$ cat config.mk
export PLATFORM = sky130hd
export DESIGN_NAME = led_fade_ramp_controller_unit
export DESIGN_NICKNAME = d
export VERILOG_FILES = /design/src/rtl/lfr_pkg.sv /design/src/rtl/led_fade_ramp_controller_unit.sv
export SDC_FILE = /design/constraint.sdc
export NUM_CORES = 1
export LEC_CHECK = 0
export BUFFER_PORTS_ARGS = -buffer_cell sky130_fd_sc_hd__buf_2
export CORE_ASPECT_RATIO = 0.5
export CORE_MARGIN = 2
export CORE_UTILIZATION = 42
export CTS_CLUSTER_DIAMETER = 80
export DETAILED_ROUTE_END_ITERATION = 8
export SLEW_MARGIN = 20
export SYNTH_ARGS = -nofsm -noshare
export SYNTH_HDL_FRONTEND = slang
export SYNTH_SLANG_ARGS = --single-unit
$ cat constraint.sdc
create_clock -name clk -period 7.43 [get_ports clk]
set_input_delay 0.743 -clock clk [delete_from_list [all_inputs] [get_ports clk]]
set_output_delay 0.743 -clock clk [all_outputs]
set_load 0.1 [all_outputs]
$ cat src/rtl/lfr_pkg.sv
// shared types and codes for the led fade ramp controller
package lfr_pkg;

    localparam int FRAC_BITS_DEF  = 16;
    localparam int LEVEL_BITS_DEF = 8;

    localparam int MODE_W  = 3;
    localparam int LEVEL_W = 8;
    localparam int DUR_W   = 16;

    localparam logic [MODE_W-1:0] MODE_ON     = 3'd0;
    localparam logic [MODE_W-1:0] MODE_OFF    = 3'd1;
    localparam logic [MODE_W-1:0] MODE_TOGGLE = 3'd2;
    localparam logic [MODE_W-1:0] MODE_FADE   = 3'd3;
    localparam logic [MODE_W-1:0] MODE_TICK   = 3'd4;

    localparam logic STATUS_OK          = 1'b0;
    localparam logic STATUS_UNSUPPORTED = 1'b1;

    typedef struct packed {
        logic [MODE_W-1:0]  mode;
        logic [LEVEL_W-1:0] level_from;
        logic [LEVEL_W-1:0] level_to;
        logic [DUR_W-1:0]   duration_ms;
        logic [DUR_W-1:0]   elapsed_ms;
    } lfr_cmd_t;

    typedef struct packed {
        logic               status;
        logic               enable;
        logic [LEVEL_W-1:0] level;
    } lfr_rsp_t;

endpackage

$ cat src/rtl/led_fade_ramp_controller_unit.sv
// led fade ramp controller: commands, serial step divider and serial ramp multiplier
//
// Usage:
//   cmd channel (cmd_valid/cmd_ready, word cmd) takes one command or tick word at a
//   time; every accepted word returns exactly one rsp word (rsp_valid/rsp_ready)
//   with status, enable and the integer part of the brightness level.
//   On, off, toggle, unsupported codes, ticks while inactive and ticks with a
//   zero fade duration go straight to the write state once the word is taken.
//   A fade with a non-zero duration runs a restoring divider, one quotient bit
//   a cycle over LEVEL_W + FRAC_BITS bits.
//   An active tick runs a shift-add multiplier over elapsed_ms, one bit a cycle,
//   stopping once the remaining bits are zero.
//   One word is processed at a time; cmd_ready is high only when the block is
//   idle. The rsp register holds a finished word while the receiver stalls, and
//   the next cmd word is taken meanwhile; its result waits for the rsp slot.
//   Reset clears the output enable, all levels, the step and the duration, and
//   empties the rsp register.
module led_fade_ramp_controller_unit #(
    parameter int FRAC_BITS  = lfr_pkg::FRAC_BITS_DEF,
    parameter int LEVEL_BITS = lfr_pkg::LEVEL_BITS_DEF
) (
    input  logic             clk,
    input  logic             rst_n,
    input  logic             cmd_valid,
    output logic             cmd_ready,
    input  lfr_pkg::lfr_cmd_t cmd,
    output logic             rsp_valid,
    input  logic             rsp_ready,
    output lfr_pkg::lfr_rsp_t rsp
);
    import lfr_pkg::*;

    localparam int FIX_BITS = LEVEL_BITS + FRAC_BITS;
    localparam int NUM_W    = LEVEL_W + FRAC_BITS;
    localparam int ACC_W    = FIX_BITS + DUR_W + 1;
    localparam int CNT_W    = $clog2(NUM_W + 1);

    typedef enum logic [3:0] {
        ST_IDLE  = 4'b0001,
        ST_DIV   = 4'b0010,
        ST_MUL   = 4'b0100,
        ST_WRITE = 4'b1000
    } state_t;

    state_t               state_reg, state_next;
    logic                 active_reg, active_next;
    logic [LEVEL_W-1:0]   start_reg, start_next;
    logic [LEVEL_W-1:0]   tgt_reg, tgt_next;
    logic [DUR_W-1:0]     dur_reg, dur_next;
    logic [FIX_BITS-1:0]  step_reg, step_next;
    logic [FIX_BITS-1:0]  cur_reg, cur_next;
    logic                 rsp_valid_reg, rsp_valid_next;

    lfr_rsp_t             rsp_reg, rsp_next;
    logic                 status_reg, status_next;
    logic [DUR_W-1:0]     rem_reg, rem_next;
    logic [NUM_W-1:0]     quo_reg, quo_next;
    logic [CNT_W-1:0]     cnt_reg, cnt_next;
    logic [ACC_W-1:0]     acc_reg, acc_next;
    logic [ACC_W-1:0]     mcand_reg, mcand_next;
    logic [DUR_W-1:0]     mplier_reg, mplier_next;

    logic                 accept;
    logic [LEVEL_W-1:0]   lo_lvl, hi_lvl;
    logic [LEVEL_W-1:0]   diff_lvl;
    logic [FIX_BITS-1:0]  hi_fix, start_fix, tgt_fix;
    logic [DUR_W:0]       rem_try, rem_diff;
    logic                 q_bit;
    logic [NUM_W-1:0]     quo_shift;

    assign cmd_ready = (state_reg == ST_IDLE);
    assign accept    = cmd_valid && cmd_ready;
    assign rsp_valid = rsp_valid_reg;
    assign rsp       = rsp_reg;

    // fade levels are stored low to high
    assign lo_lvl   = (cmd.level_from > cmd.level_to) ? cmd.level_to : cmd.level_from;
    assign hi_lvl   = (cmd.level_from > cmd.level_to) ? cmd.level_from : cmd.level_to;
    assign diff_lvl = hi_lvl - lo_lvl;

    assign hi_fix    = FIX_BITS'(hi_lvl) << FRAC_BITS;
    assign start_fix = FIX_BITS'(start_reg) << FRAC_BITS;
    assign tgt_fix   = FIX_BITS'(tgt_reg) << FRAC_BITS;

    // restoring divider step, quotient bits shift in where numerator bits leave
    assign rem_try   = {rem_reg, quo_reg[NUM_W-1]};
    assign rem_diff  = rem_try - {1'b0, dur_reg};
    assign q_bit     = (rem_try >= {1'b0, dur_reg});
    assign quo_shift = {quo_reg[NUM_W-2:0], q_bit};

    always_comb
    begin
        state_next     = state_reg;
        active_next    = active_reg;
        start_next     = start_reg;
        tgt_next       = tgt_reg;
        dur_next       = dur_reg;
        step_next      = step_reg;
        cur_next       = cur_reg;
        rsp_valid_next = rsp_valid_reg;
        rsp_next       = rsp_reg;
        status_next    = status_reg;
        rem_next       = rem_reg;
        quo_next       = quo_reg;
        cnt_next       = cnt_reg;
        acc_next       = acc_reg;
        mcand_next     = mcand_reg;
        mplier_next    = mplier_reg;

        if (rsp_valid_reg && rsp_ready)
        begin
            rsp_valid_next = 1'b0;
        end

        unique case (state_reg)
            ST_IDLE:
            begin
                if (accept)
                begin
                    status_next = STATUS_OK;
                    state_next  = ST_WRITE;
                    unique case (cmd.mode)
                        MODE_ON:     active_next = 1'b1;
                        MODE_OFF:    active_next = 1'b0;
                        MODE_TOGGLE: active_next = !active_reg;
                        MODE_FADE:
                        begin
                            start_next = lo_lvl;
                            tgt_next   = hi_lvl;
                            dur_next   = cmd.duration_ms;
                            if (cmd.duration_ms == '0)
                            begin
                                cur_next  = hi_fix;
                                step_next = '0;
                            end
                            else
                            begin
                                rem_next   = '0;
                                quo_next   = {diff_lvl, {FRAC_BITS{1'b0}}};
                                cnt_next   = CNT_W'(NUM_W);
                                state_next = ST_DIV;
                            end
                        end
                        MODE_TICK:
                        begin
                            if (!active_reg)
                            begin
                                cur_next = start_fix;
                            end
                            else if (dur_reg == '0)
                            begin
                                cur_next = tgt_fix;
                            end
                            else
                            begin
                                acc_next    = ACC_W'(cur_reg);
                                mcand_next  = ACC_W'(step_reg);
                                mplier_next = cmd.elapsed_ms;
                                state_next  = ST_MUL;
                            end
                        end
                        default:     status_next = STATUS_UNSUPPORTED;
                    endcase
                end
            end
            ST_DIV:
            begin
                rem_next = q_bit ? rem_diff[DUR_W-1:0] : rem_try[DUR_W-1:0];
                quo_next = quo_shift;
                cnt_next = cnt_reg - 1'b1;
                if (cnt_reg == CNT_W'(1))
                begin
                    step_next  = FIX_BITS'(quo_shift);
                    state_next = ST_WRITE;
                end
            end
            ST_MUL:
            begin
                if (mplier_reg == '0)
                begin
                    // clamp at the target also covers saturation, target never tops the format
                    if ((step_reg != '0) && (acc_reg > ACC_W'(tgt_fix)))
                        cur_next = tgt_fix;
                    else
                        cur_next = acc_reg[FIX_BITS-1:0];
                    state_next = ST_WRITE;
                end
                else
                begin
                    if (mplier_reg[0])
                        acc_next = acc_reg + mcand_reg;
                    mcand_next  = mcand_reg << 1;
                    mplier_next = mplier_reg >> 1;
                end
            end
            ST_WRITE:
            begin
                if (!rsp_valid_reg || rsp_ready)
                begin
                    rsp_next.status = status_reg;
                    rsp_next.enable = active_reg;
                    rsp_next.level  = cur_reg[FRAC_BITS +: LEVEL_W];
                    rsp_valid_next  = 1'b1;
                    state_next      = ST_IDLE;
                end
            end
            default:
            begin
                state_next = ST_IDLE;
            end
        endcase
    end

    always_ff @(posedge clk or negedge rst_n)
    begin
        if (!rst_n)
        begin
            state_reg     <= ST_IDLE;
            active_reg    <= 1'b0;
            start_reg     <= '0;
            tgt_reg       <= '0;
            dur_reg       <= '0;
            step_reg      <= '0;
            cur_reg       <= '0;
            rsp_valid_reg <= 1'b0;
        end
        else
        begin
            state_reg     <= state_next;
            active_reg    <= active_next;
            start_reg     <= start_next;
            tgt_reg       <= tgt_next;
            dur_reg       <= dur_next;
            step_reg      <= step_next;
            cur_reg       <= cur_next;
            rsp_valid_reg <= rsp_valid_next;
        end
    end

    always_ff @(posedge clk)
    begin
        rsp_reg    <= rsp_next;
        status_reg <= status_next;
        rem_reg    <= rem_next;
        quo_reg    <= quo_next;
        cnt_reg    <= cnt_next;
        acc_reg    <= acc_next;
        mcand_reg  <= mcand_next;
        mplier_reg <= mplier_next;
    end

    // divider never runs against a zero duration
    a_div_nonzero: assert property (@(posedge clk) disable iff (!rst_n)
        (state_reg == ST_DIV) |-> (dur_reg != '0))
        else $error("divider running with zero duration");

    a_div_count: assert property (@(posedge clk) disable iff (!rst_n)
        (state_reg == ST_DIV) |-> (cnt_reg != '0))
        else $error("divider bit count ran out");

    a_one_at_a_time: assert property (@(posedge clk) disable iff (!rst_n)
        accept |=> !cmd_ready)
        else $error("second word taken while one is in work");

    a_rsp_from_write: assert property (@(posedge clk) disable iff (!rst_n)
        $rose(rsp_valid_reg) |-> $past(state_reg == ST_WRITE))
        else $error("rsp word loaded outside the write state");

endmodule

==> summary.md <==
| Metric | Value |
|---|---|
| Number of global-route vias before repair | `about 10000` |
| Layout area overhead | `11.8%` |
| # diodes | `0` |
| CP delay by family, top | `compound AO/OA/AOI/OAI gates` |
| Crit. path cell count | `14` |
| Switching power of the nets | `2680 uW` |
| Avg Cell Area, Syn | `10.1 um2` |
| Root buffer cell | `clkbuf_16` |
| Setup violations, final | `0` |
| Worst setup EP type | `register` |
| Status | `completed` |
| Crit path from | `cmd[37]` |
| Max Used Layer | `met4` |
| Synth unique cells | `80` |
| Most frequent cells in the layout | `240 x nand2_1, 154 x edfxtp_1, 90 x o21ai_0` |
| Most common library cell in the layout ignoring fill and taps | `nand2_1` |
| GPL Wtd Cong | `just over 0.9` |
| Post-synth EDFFs | `154` |
| Final nets | `roughly 1500` |
| Mapped Cells | `between 1000 and 1500` |
| CP Launch Type | `primary input` |
| Synth warn | `0` |
| Post-synth ARST share | `0.358` |
| Post-synth top area share | `0.338` |
| Ys flop type | `edfxtp_1` |
| RSZ-0062 raised after global routing | `false` |
| Worst r2r path cells | `7` |
| Routed len/inst | `17.5 um` |
| Synth area leader | `edfxtp_1` |
| Starting Density | `0.429` |
| Reg2Reg Launch Point | `acc_reg[18]` |
| PD cells | `429 nW/um2` |
| CTS max path bufs | `3` |
| First-pass GRT wire length | `53100 um` |
| Internal | `3890 uW` |
| Most frequent cell on the critical path | `ha_1` |
| Overflow left after global routing | `0` |
| Die Width | `~260 um` |
| Combinational power share | `0.447` |
| Die area | `34100 um2` |
| Tcrit/Tclk final | `0.500` |
| Core area | `between 30000 and 40000 um2` |
| CP max stage delay | `0.51 ns` |
| Seq cells post-synth | `240` |
| Setup Fix Bufs, Post-CTS | `0` |
| Met2 routed WL | `around 14000 um` |
| Die height | `132 um` |
| Max IR drop VDD | `0.202 mV` |
| IO Pins | `67` |
| IO buf count | `66` |
| Critical Path, Cell by Cell | `buf_2 -> inv_1 -> ha_1 -> nand4_1 -> o21ai_1 -> nand2_1 -> nor3_1 -> a31oi_1 -> ha_1 -> a211oi_1 -> o221a_2 -> a22oi_1 -> xnor2_1 -> a21oi_1` |
| Fin Setup TNS | `0 ns` |
| Max frequency | `roughly 0.27 GHz` |
| DRC | `0` |
| Slew @ Worst Pin | `between 1 and 1.5 ns` |
| Starting DRT DRC Count | `633` |
| TritonCTS clock tree | `built` |
| Final min period | `~3.7 ns` |
| Clk pwr share | `0.197` |
| DP Wirelength | `22900 um` |
| Clk sink count | `240` |
| Layout cells sized above 1 | `0.124` |
| Worst Skew | `between 0.02 and 0.025 ns` |
| CP Capture Point | `quo_reg[22]` |
| Critical path arrival | `3.95 ns` |
| Top post-synthesis cells by area | `edfxtp_1 34%, dfrtp_1 16%, ha_1 6.9%` |
| DRT antenna net count | `0` |
| Clk Latency, worst-skew pair | `approximately 0.54 ns` |
| Bufs and invs on worst path | `2` |
| Hold WC Path Type | `primary input to asynchronous set/reset pin` |
| Required @ worst endpoint | `7.66 ns` |
| R2r setup slk | `3.88 ns` |
| Pins Over Slew Limit | `0` |
| Wirelength, routed | `about 32000 um` |
| Tot GR Track Use | `0.192` |
| Worst-path maximum fanout | `18` |
| Number of vias per cell | `5.50` |
| FF-to-FF End | `cur_reg[0]` |
| Sequential Power Share | `0.355` |
| DR pass1 iterations | `5` |
| Cells after DPL | `1814` |
| Clk slew on worst S/H paths | `0.07 ns` |
| MaxCap Viol Count | `0` |
| Hold buffer count at cts | `0` |
| Static leakage | `approximately 0.0064 uW` |
| Routed met1 length | `approximately 16000 um` |
| CP max stage cell | `nand2_1` |
| Rows | `46` |
| Post-CTS sizing | `0` |
| Final Hold Vio Count | `0` |
| Net Sw Frac | `0.407` |
| Initial antenna violation count | `0` |
| WS Path Type | `primary input to register` |
| Vias | `between 10000 and 15000` |
| Syn nets | `1492` |
| Sequential share of the synthesized area | `0.495` |
| H-tree lvl count | `1` |
| Met3 wire len | `1590 um` |
| Largest net degree at the start of global routing | `72` |
| Synthesized area | `13700 um2` |
| TritonCTS Buffers | `25` |
| Post-Layout Cell Count | `1859` |
| Final Power | `6570 uW` |
| Worst slew margin | `0.258` |
per-layer routing:
metal | up-vias | GRT usage
met5 | - | 0
met4 | 0 | 0.0399
met3 | 45 | 0.0303
met2 | 219 | 0.300
met1 | 4931 | 0.281
li1 | 5023 | -
power groups by stage:
stage | registers (uW) | logic, uW | clock network (uW)
after global placement | 2340 | 2860 | 0
final | 2330 | 2940 | 1300
after global routing | 2390 | 3300 | 1380
after CTS | 2330 | 2930 | 1330
after detailed placement | 2350 | 2910 | 0
after floorplan | 2330 | 2210 | 0
metrics by stage:
stage / hold WS, ns / utilization / cell area [um2] / worst slack, ns
finish: 0.0609 / 0.480 / 15300 / 3.71
global route: 0.0542 / 0.480 / 15300 / 3.43
CTS: 0.0447 / 0.480 / 15300 / 3.74
detailed placement: 0.425 / 0.453 / 14500 / 3.22
global placement: 0.409 / 0.453 / 14500 / 3.41
floorplan: 0.400 / - / 13700 / 2.42
worst register-to-register path, delay by kind of cell, from the launching register on:
| family | cells | cell delay (ns) |
|---|---|---|
| AO/OA/AOI/OAI | 3 | 1.08 |
| flip-flops | 1 | 0.43 |
| adder cells (fa/ha/maj) | 1 | 0.36 |
| AND/OR/NAND/NOR | 3 | 1.59 |
final cells by class:
type                            count  area (um2)
Sequential cell                   240        6780
Tap cell                          432         541
Timing Repair Buffer               77         415
Fill cell                        3009       16600
Multi-Input combinational cell   1006        6510
Clock inverter                     15         161
Inverter                           59         221
Clock buffer                       30         674
cells in the mapped netlist (15+ instances only):
| master | n |
|---|---|
| a21o_1 | 19 |
| o21ai_0 | 90 |
| o31ai_1 | 16 |
| nor2_1 | 79 |
| a22o_1 | 17 |
| and2_1 | 38 |
| dfrtp_1 | 85 |
| clkbuf_1 | 41 |
| nor3_1 | 20 |
| ha_1 | 75 |
| nor2b_1 | 15 |
| mux2i_1 | 35 |
| mux2_2 | 24 |
| nand4_1 | 16 |
| edfxtp_1 | 154 |
| inv_1 | 57 |
| nand2_1 | 242 |
| nand3_1 | 32 |
| xnor2_1 | 29 |
| a21oi_1 | 71 |
| xor2_1 | 26 |
| nor4_1 | 25 |
worst min path at each step:
stage | startpoint | cells after the start | end
final | rst_n | 1 | dur_reg[3]
after global routing | rst_n | 1 | dur_reg[3]
after CTS | rst_n | 1 | dur_reg[3]
after detailed placement | status_reg | 0 | rsp[9]
after global placement | status_reg | 0 | rsp[9]
after floorplan | status_reg | 0 | rsp[9]
cell families (layout without fill, tap and decap cells):
logic type | after synthesis | after routing | synth area share
simple gates | 509 | 509 | 0.174
buf+inv | 114 | 181 | 0.0328
xor+xnor | 55 | 55 | 0.0352
fa+ha+maj | 77 | 77 | 0.0715
compound gates | 305 | 305 | 0.145
flops | 240 | 240 | 0.495
mux | 60 | 60 | 0.0463
Note: power is estimated with default switching activity, not from simulation.
